[config.mk]
export PLATFORM = sky130hd
export DESIGN_NAME = momentum_direction_classifier
export DESIGN_NICKNAME = d
export VERILOG_FILES = /design/src/rtl/core/mdc_pkg.sv /design/src/rtl/core/mdc_unit.sv /design/src/rtl/core/momentum_direction_classifier.sv
export SDC_FILE = /design/constraint.sdc
export NUM_CORES = 1
export LEC_CHECK = 0
export BUFFER_PORTS_ARGS = -buffer_cell sky130_fd_sc_hd__buf_2
export CAP_MARGIN = 20
export CORE_ASPECT_RATIO = 1.75
export CORE_MARGIN = 10
export CORE_UTILIZATION = 67
export CTS_BUF_LIST = sky130_fd_sc_hd__clkbuf_16
export DETAILED_ROUTE_END_ITERATION = 16
export GPL_TIMING_DRIVEN = 0
export PLACE_DENSITY = 0.95
export SYNTH_ARGS = -nofsm -noshare
export SYNTH_HDL_FRONTEND = slang
export SYNTH_SLANG_ARGS = --single-unit
[constraint.sdc]
create_clock -name clk -period 10.1 [get_ports clk]
set_input_delay 1.01 -clock clk [delete_from_list [all_inputs] [get_ports clk]]
set_output_delay 1.01 -clock clk [all_outputs]
set_load 0.05 [all_outputs]
[src/rtl/core/mdc_pkg.sv]
// ----------------------------------------------------------------------------
// mdc_pkg - momentum direction classifier shared definitions
// Symbol codes for small signed components and the status bundle passed
// from the iterative arithmetic unit to the top-level control.
// ----------------------------------------------------------------------------
package mdc_pkg;

    // Symbol code: 0..4 stand for -2..+2, one extra code for out of range
    typedef logic [2:0] code_t;

    localparam code_t CODE_OFFSET       = 3'd2;
    localparam code_t CODE_OUT_OF_RANGE = 3'd5;

    // Status of the iterative unit
    typedef struct packed {
        logic busy;     // sequencer is working on an item
        logic done;     // one-cycle pulse, results are valid from here on
    } unit_status_t;

endpackage

[src/rtl/core/mdc_unit.sv]
// ----------------------------------------------------------------------------
// mdc_unit - iterative gcd / divide / square-sum unit
// A small sequencer drives one shared subtractor: binary gcd over the three
// magnitudes, then, if the gcd exceeds one, restoring division of each
// magnitude by the gcd. Squared length is accumulated first, through one multiplier.
// ----------------------------------------------------------------------------
module mdc_unit #(
    parameter int W = 8
) (
    input  logic                  clk,
    input  logic                  rst_n,
    input  logic                  start,
    input  logic [2:0][W-1:0]     mag,
    output mdc_pkg::unit_status_t status,
    output logic [2:0][W-1:0]     quo,
    output logic                  reduce,
    output logic [((2*W > 17) ? 2*W : 17)-1:0] len
);

    localparam int LEN_W = (2 * W > 17) ? 2 * W : 17;
    localparam int CNT_W = $clog2(W);
    localparam int K_W   = $clog2(W);

    typedef enum logic [1:0] {
        ST_IDLE,
        ST_SQR,
        ST_GCD,
        ST_DIV
    } state_t;

    state_t                 state_reg;
    logic [1:0]             idx_reg;
    logic [CNT_W-1:0]       cnt_reg;
    logic [K_W-1:0]         k_reg;
    logic                   pass_reg;
    logic [W-1:0]           a_reg;
    logic [W-1:0]           b_reg;
    logic [W-1:0]           g_reg;
    logic [W-1:0]           rem_reg;
    logic [W-1:0]           dvd_reg;
    logic [2:0][W-1:0]      quo_reg;
    logic                   reduce_reg;
    logic                   done_reg;
    logic [LEN_W-1:0]       len_reg;

    logic [W-1:0]           mag_sel;
    logic [2*W-1:0]         sq;
    logic [W-1:0]           gcd_res;
    logic [W-1:0]           rem_cur;
    logic [W-1:0]           dvd_cur;
    logic [W-1:0]           shifted;
    logic [W:0]             sub_lhs;
    logic [W:0]             sub_rhs;
    logic [W:0]             diff;
    logic                   borrow;
    logic                   qbit;
    logic [W-1:0]           rem_next;
    logic [W-1:0]           dvd_next;

    // Single read port into the magnitudes
    assign mag_sel = mag[idx_reg];

    // Square of the selected magnitude
    assign sq = {{W{1'b0}}, mag_sel} * {{W{1'b0}}, mag_sel};

    // Gcd of a pair once one side reached zero, with common twos restored
    assign gcd_res = W'((a_reg | b_reg) << k_reg);

    // Division step operands; first step of a component takes fresh dividend
    assign rem_cur = (cnt_reg == '0) ? '0 : rem_reg;
    assign dvd_cur = (cnt_reg == '0) ? mag_sel : dvd_reg;
    assign shifted = {rem_cur[W-2:0], dvd_cur[W-1]};

    // Shared subtractor
    always_comb
    begin
        if (state_reg == ST_DIV)
        begin
            sub_lhs = {1'b0, shifted};
            sub_rhs = {1'b0, g_reg};
        end
        else
        begin
            sub_lhs = {1'b0, a_reg};
            sub_rhs = {1'b0, b_reg};
        end
    end

    assign diff   = sub_lhs - sub_rhs;
    assign borrow = diff[W];

    // Restoring division step
    assign qbit     = ~borrow;
    assign rem_next = qbit ? diff[W-1:0] : shifted;
    assign dvd_next = {dvd_cur[W-2:0], qbit};

    // Sequencer and result registers
    always_ff @(posedge clk or negedge rst_n)
    begin
        if (!rst_n)
        begin
            state_reg  <= ST_IDLE;
            idx_reg    <= '0;
            cnt_reg    <= '0;
            k_reg      <= '0;
            pass_reg   <= 1'b0;
            a_reg      <= '0;
            b_reg      <= '0;
            g_reg      <= '0;
            rem_reg    <= '0;
            dvd_reg    <= '0;
            quo_reg    <= '0;
            reduce_reg <= 1'b0;
            done_reg   <= 1'b0;
            len_reg    <= '0;
        end
        else
        begin
            done_reg <= 1'b0;
            case (state_reg)
                ST_IDLE:
                begin
                    if (start)
                    begin
                        len_reg   <= '0;
                        idx_reg   <= '0;
                        state_reg <= ST_SQR;
                    end
                end

                // one square per cycle
                ST_SQR:
                begin
                    len_reg <= len_reg + LEN_W'(sq);
                    if (idx_reg == 2'd2)
                    begin
                        a_reg     <= mag[0];
                        b_reg     <= mag[1];
                        k_reg     <= '0;
                        pass_reg  <= 1'b0;
                        idx_reg   <= '0;
                        state_reg <= ST_GCD;
                    end
                    else
                    begin
                        idx_reg <= idx_reg + 2'd1;
                    end
                end

                // binary gcd, one step per cycle
                ST_GCD:
                begin
                    if (a_reg == '0 || b_reg == '0)
                    begin
                        if (!pass_reg)
                        begin
                            a_reg    <= gcd_res;
                            b_reg    <= mag[2];
                            k_reg    <= '0;
                            pass_reg <= 1'b1;
                        end
                        else
                        begin
                            g_reg <= gcd_res;
                            if (gcd_res <= W'(1))
                            begin
                                reduce_reg <= 1'b0;
                                done_reg   <= 1'b1;
                                state_reg  <= ST_IDLE;
                            end
                            else
                            begin
                                reduce_reg <= 1'b1;
                                idx_reg    <= '0;
                                cnt_reg    <= '0;
                                state_reg  <= ST_DIV;
                            end
                        end
                    end
                    else if (!a_reg[0] && !b_reg[0])
                    begin
                        a_reg <= a_reg >> 1;
                        b_reg <= b_reg >> 1;
                        k_reg <= k_reg + 1'b1;
                    end
                    else if (!a_reg[0])
                    begin
                        a_reg <= a_reg >> 1;
                    end
                    else if (!b_reg[0])
                    begin
                        b_reg <= b_reg >> 1;
                    end
                    else if (borrow)
                    begin
                        // keep the larger value in a
                        a_reg <= b_reg;
                        b_reg <= a_reg;
                    end
                    else
                    begin
                        a_reg <= diff[W-1:0];
                    end
                end

                // restoring division, one quotient bit per cycle
                ST_DIV:
                begin
                    rem_reg <= rem_next;
                    dvd_reg <= dvd_next;
                    if (cnt_reg == CNT_W'(W - 1))
                    begin
                        quo_reg[idx_reg] <= dvd_next;
                        cnt_reg          <= '0;
                        if (idx_reg == 2'd2)
                        begin
                            done_reg  <= 1'b1;
                            state_reg <= ST_IDLE;
                        end
                        else
                        begin
                            idx_reg <= idx_reg + 2'd1;
                        end
                    end
                    else
                    begin
                        cnt_reg <= cnt_reg + 1'b1;
                    end
                end

                default:
                begin
                    state_reg <= ST_IDLE;
                end
            endcase
        end
    end

    assign status.busy = (state_reg != ST_IDLE);
    assign status.done = done_reg;
    assign quo         = quo_reg;
    assign reduce      = reduce_reg;
    assign len         = len_reg;

endmodule

[src/rtl/core/momentum_direction_classifier.sv]
// ----------------------------------------------------------------------------
// momentum_direction_classifier - lattice momentum direction and codes
// Reduces an integer momentum by the gcd of its magnitudes, codes raw and
// reduced components, flags allowed rays and gives the squared length.
// ----------------------------------------------------------------------------
// Sequence: the squares of the three magnitudes, two binary-gcd passes, and
//   a division of each magnitude when the gcd exceeds one, then capture of
//   the result in the output register.
// Throughput: one beat at a time; the next beat is taken once the result of
//   the current one is in the output register, so the unit and result_stall set it.
// Reset: rst_n clears control and the output register; no valid result after.
module momentum_direction_classifier #(
    parameter int COMP_WIDTH = 8
) (
    input  logic                  clk,
    input  logic                  rst_n,

    input  logic                  item_valid,
    output logic                  item_stall,
    input  logic [COMP_WIDTH-1:0] comp_x,
    input  logic [COMP_WIDTH-1:0] comp_y,
    input  logic [COMP_WIDTH-1:0] comp_z,

    output logic                  result_valid,
    input  logic                  result_stall,
    output logic [COMP_WIDTH-1:0] dir_x,
    output logic [COMP_WIDTH-1:0] dir_y,
    output logic [COMP_WIDTH-1:0] dir_z,
    output logic [2:0]            type_x,
    output logic [2:0]            type_y,
    output logic [2:0]            type_z,
    output logic [2:0]            raw_code_x,
    output logic [2:0]            raw_code_y,
    output logic [2:0]            raw_code_z,
    output logic                  ray_allowed,
    output logic [15:0]           length_squared
);

    localparam int W     = COMP_WIDTH;
    localparam int LEN_W = (2 * W > 17) ? 2 * W : 17;

    localparam logic signed [W-1:0] NEG_TWO = W'(-2);
    localparam logic signed [W-1:0] POS_TWO = W'(2);

    typedef enum logic [1:0] {
        ST_IDLE,
        ST_RUN,
        ST_HOLD
    } state_t;

    state_t                     state_reg;
    logic                       start_reg;
    logic [2:0][W-1:0]          comp_reg;
    logic                       result_valid_reg;
    logic [2:0][W-1:0]          dir_reg;
    logic [2:0][2:0]            type_reg;
    logic [2:0][2:0]            raw_reg;
    logic                       ray_reg;
    logic [15:0]                len_out_reg;

    logic [2:0][W-1:0]          mag;
    logic [2:0][W-1:0]          quo;
    logic [2:0][W-1:0]          dir_next;
    logic [2:0][2:0]            type_next;
    logic [2:0][2:0]            raw_next;
    logic                       ray_next;
    logic [15:0]                len_next;
    logic                       reduce;
    logic [LEN_W-1:0]           len;
    mdc_pkg::unit_status_t      unit_status;
    logic                       accept;
    logic                       slot_free;
    logic                       load;

    // Magnitude of a two's complement component
    function automatic logic [W-1:0] mag_of(input logic [W-1:0] v);
        return v[W-1] ? (~v + 1'b1) : v;
    endfunction

    // Symbol code of a signed component
    function automatic mdc_pkg::code_t code_of(input logic signed [W-1:0] v);
        if (v >= NEG_TWO && v <= POS_TWO)
            return mdc_pkg::code_t'(v[2:0] + mdc_pkg::CODE_OFFSET);
        else
            return mdc_pkg::CODE_OUT_OF_RANGE;
    endfunction

    // Handshake
    assign item_stall = (state_reg != ST_IDLE);
    assign accept     = item_valid && !item_stall;
    assign slot_free  = !result_valid_reg || !result_stall;
    assign load       = slot_free &&
                        ((state_reg == ST_RUN && unit_status.done) ||
                         state_reg == ST_HOLD);

    // Magnitudes of the captured components
    always_comb
    begin
        for (int i = 0; i < 3; i++)
            mag[i] = mag_of(comp_reg[i]);
    end

    mdc_unit #(
        .W (W)
    ) u_unit (
        .clk    (clk),
        .rst_n  (rst_n),
        .start  (start_reg),
        .mag    (mag),
        .status (unit_status),
        .quo    (quo),
        .reduce (reduce),
        .len    (len)
    );

    // Result assembly: signed direction, codes, ray flag, saturated length
    always_comb
    begin
        for (int i = 0; i < 3; i++)
        begin
            if (reduce)
                dir_next[i] = comp_reg[i][W-1] ? (~quo[i] + 1'b1) : quo[i];
            else
                dir_next[i] = comp_reg[i];
            type_next[i] = code_of(dir_next[i]);
            raw_next[i]  = code_of(comp_reg[i]);
        end
        ray_next = !((mag[0] != '0 && mag[1] != '0 && mag[0] != mag[1]) ||
                     (mag[0] != '0 && mag[2] != '0 && mag[0] != mag[2]) ||
                     (mag[1] != '0 && mag[2] != '0 && mag[1] != mag[2]));
        len_next = (len > LEN_W'(16'hFFFF)) ? 16'hFFFF : len[15:0];
    end

    // Control state and output register
    always_ff @(posedge clk or negedge rst_n)
    begin
        if (!rst_n)
        begin
            state_reg        <= ST_IDLE;
            start_reg        <= 1'b0;
            comp_reg         <= '0;
            result_valid_reg <= 1'b0;
            dir_reg          <= '0;
            type_reg         <= '0;
            raw_reg          <= '0;
            ray_reg          <= 1'b0;
            len_out_reg      <= '0;
        end
        else
        begin
            start_reg <= 1'b0;

            if (load)
                result_valid_reg <= 1'b1;
            else if (!result_stall)
                result_valid_reg <= 1'b0;

            if (load)
            begin
                dir_reg     <= dir_next;
                type_reg    <= type_next;
                raw_reg     <= raw_next;
                ray_reg     <= ray_next;
                len_out_reg <= len_next;
            end

            case (state_reg)
                ST_IDLE:
                begin
                    if (accept)
                    begin
                        comp_reg  <= {comp_z, comp_y, comp_x};
                        start_reg <= 1'b1;
                        state_reg <= ST_RUN;
                    end
                end

                ST_RUN:
                begin
                    if (unit_status.done)
                        state_reg <= slot_free ? ST_IDLE : ST_HOLD;
                end

                ST_HOLD:
                begin
                    if (slot_free)
                        state_reg <= ST_IDLE;
                end

                default:
                begin
                    state_reg <= ST_IDLE;
                end
            endcase
        end
    end

    assign result_valid   = result_valid_reg;
    assign dir_x          = dir_reg[0];
    assign dir_y          = dir_reg[1];
    assign dir_z          = dir_reg[2];
    assign type_x         = type_reg[0];
    assign type_y         = type_reg[1];
    assign type_z         = type_reg[2];
    assign raw_code_x     = raw_reg[0];
    assign raw_code_y     = raw_reg[1];
    assign raw_code_z     = raw_reg[2];
    assign ray_allowed    = ray_reg;
    assign length_squared = len_out_reg;

    // The unit works only for an item in flight
    assert property (@(posedge clk) disable iff (!rst_n)
        unit_status.busy |-> state_reg == ST_RUN)
        else $error("unit busy without an item in flight");

    // A finished item is reported only while the control waits for it
    assert property (@(posedge clk) disable iff (!rst_n)
        unit_status.done |-> state_reg == ST_RUN)
        else $error("unit result with no item pending");

    // An accepted beat starts the unit by way of start_reg
    assert property (@(posedge clk) disable iff (!rst_n)
        accept |-> ##2 unit_status.busy)
        else $error("accepted beat did not start the unit");

    // A zero-length result is the zero vector on an allowed ray
    assert property (@(posedge clk) disable iff (!rst_n)
        (result_valid && length_squared == 16'd0) |->
            (dir_x == '0 && dir_y == '0 && dir_z == '0 && ray_allowed))
        else $error("zero vector result is inconsistent");

endmodule

==> results.json <==
{
  "period_minus_slack_ns": 6.90,
  "startpoint_type": "flop",
  "crit_chain": "inv_1 -> ha_1 -> nand2b_1 -> o31ai_1 -> xnor2_1 -> nor2_1 -> o32ai_4 -> inv_1 -> nor2_1 -> fa_1 -> inv_1 -> fa_1 -> fa_1 -> fa_1 -> inv_1 -> ha_1 -> o21ai_0 -> o21ai_0 -> nand3_1 -> a31oi_1 -> xnor2_1 -> a21oi_1 -> o22ai_1",
  "place_area_mm2": 0.0135,
  "relSlewSlack_pct": 22.6,
  "synth_cells": 1417,
  "row_count": 66,
  "syn_area_per_cell_um2": 8.98,
  "yosys.area.top_type": "dfrtp_1",
  "grt_pass1_wl_mm": 64.8,
  "drt-wirelength-per-cell_um": 23.5,
  "initial_utilization_pct": 68.2,
  "clk_latency_ns": 0.47,
  "cts_tree": "yes",
  "io_pins": 89,
  "synth_cell_types": 96,
  "seq_area_frac_synth_pct": 35.4,
  "slowest_stage": "o32ai_4",
  "maxCapViolCount": 0,
  "maxSlewViolCount": 0,
  "gp_congestion": 1.01,
  "die_h_um": 202,
  "vias": 12000,
  "yosys_warnings": 0,
  "path_max_fanout": 10,
  "final_nets": 1674,
  "ctsHoldBuffers": 0,
  "finalCritPeriodShare_pct": 68.3,
  "fin_area_mm2": 0.0141,
  "clock_sinks": 180,
  "grtUsageTotal_pct": 33.4,
  "cts_buffer_depth": 2,
  "io_buffers": 88,
  "final_antenna_net_count": 0,
  "diodes": 0,
  "drtIter0Drc": 1370,
  "timing.setup.tns_ns": 0,
  "hold_slack_ns": 0.472,
  "overflow": 0,
  "cts-buffers-inserted": 17,
  "clock.fmax_ghz": 0.145,
  "yosys-top-cells-area": "dfrtp_1 35%, ha_1 7.7%, fa_1 6.1%, nand2_1 5.5%, o21ai_0 4.9%",
  "root_buffer": "clkbuf_16",
  "synth.top_cell.area_share_pct": 35.4,
  "cp.required_ns": 10.48,
  "die-area_mm2": 0.0251,
  "grt_max_degree": 108,
  "viasPerCell": 6.76,
  "hpwlAfterDp_mm": 29.4,
  "fin_skew_ns": 0.0123,
  "ys_ff_latch": 180,
  "netlist_area_mm2": 0.0127,
  "first_pass_iters": 7,
  "fin_util_pct": 75.7,
  "htree_levels": 4,
  "synth.most_common_cell": "nand2_1",
  "rsz0062_at_grt": "no",
  "async_flop_share_pct": 100,
  "hp-class": "reg -> reg",
  "die_x_um": 124,
  "postCtsSetupRepairBufs": 0,
  "outcome": "finished clean",
  "crit_path_end_kind": "flop",
  "worstPathArrival_ns": 7.28,
  "tightest_slew_ns": 1.16,
  "coreArea_mm2": 0.0187,
  "drc": 0,
  "synth-edff-count": 0,
  "crit_type": "reg -> reg",
  "hold_viol": 0,
  "clk_pin_slew_ns": 0.08,
  "wl_mm": 41.8,
  "cp_top_family": "adder cells",
  "cp_slowest_stage_delay_ns": 0.66,
  "cp.buffers_inverters": 4,
  "cts-resized-gates": 0,
  "drive_gt1_share_pct": 13.0,
  "synth_ff_type": "dfrtp_1",
  "grt_pass1_vias": 12200,
  "setup_viol": 0,
  "antenna_found_initial": 1,
  "synth_common_cells": "187 x nand2_1, 180 x dfrtp_1, 126 x inv_1",
  "syn_to_final_growth_pct": 11.0
}
## cells by family after synthesis
logic type	synth area share [%]
multiplexers	5.91
adder cells (fa/ha/maj)	13.8
other	0.0590
XOR/XNOR	5.21
flip-flops	35.4
AO/OA/AOI/OAI	17.1
AND/OR/NAND/NOR	16.6
buffers and inverters	5.96
## placed cells by master (no fill, tap or decap), types with 38 or more instances in the layout
| cell type | n |
|---|---|
| buf_2 | 99 |
| ha_1 | 78 |
| nand2_1 | 187 |
| o21ai_0 | 124 |
| mux2i_1 | 38 |
| inv_1 | 126 |
| dfrtp_1 | 180 |
| fa_1 | 39 |
| a21oi_1 | 55 |
| nor2_1 | 108 |
| clkbuf_1 | 42 |
## per-stage QoR
step	worst slack (ns)	instances
finish	3.20	1780
CTS	3.47	1780
global route	2.94	1780
detailed placement	3.63	1748
floorplan	4.50	1421
global placement	3.78	1747
## routing by layer
metal  vias to the layer above  GRT usage (%)  share of wire, %
li1                       5122              -                 -
met1                      5708           33.8                32
met2                       883           55.8                50
met3                       321           8.26               8.8
met4                         2           27.1               9.1
met5                         -              0             0.043
## worst register-to-register path: stages (launching register included)
cell	delay, ns
dfrtp_1	0.56
inv_1	0.16
ha_1	0.25
nand2b_1	0.10
o31ai_1	0.10
xnor2_1	0.65
nor2_1	0.16
o32ai_4	0.67
inv_1	0.14
nor2_1	0.25
fa_1	0.46
inv_1	0.10
fa_1	0.44
fa_1	0.50
fa_1	0.56
inv_1	0.05
ha_1	0.35
o21ai_0	0.15
o21ai_0	0.34
nand3_1	0.18
a31oi_1	0.21
xnor2_1	0.18
a21oi_1	0.11
o22ai_1	0.18
## area by class of cell
cell class | count | area (um2)
clock buffers | 17 | 425
multi-input cells | 1047 | 7480
repair buffers | 89 | 478
inverters | 129 | 484
fillers | 1219 | 4540
well taps | 238 | 298
flip-flops and latches | 180 | 4500
plain buffers | 65 | 274
clock inverters | 15 | 181
## final timing paths
kind / from / end / slack (ns) / depth (start not counted)
hold / removal: length_squared[10] / length_squared[10] / 0.47 / 2
setup / recovery: comp_reg[1] / u_unit.len[16] / 3.20 / 23
min in group asynchronous: rst_n / u_unit.a_reg[1] / 0.51 / 1
hold reg to reg: length_squared[10] / length_squared[10] / 0.47 / 2
max in group asynchronous: rst_n / raw_code_y[2] / 8.65 / 2
setup reg to reg: comp_reg[1] / u_unit.len[16] / 3.20 / 23
Power is not shown: default switching activity piles up to over one toggle a cycle in this logic, so the estimate is an artifact.
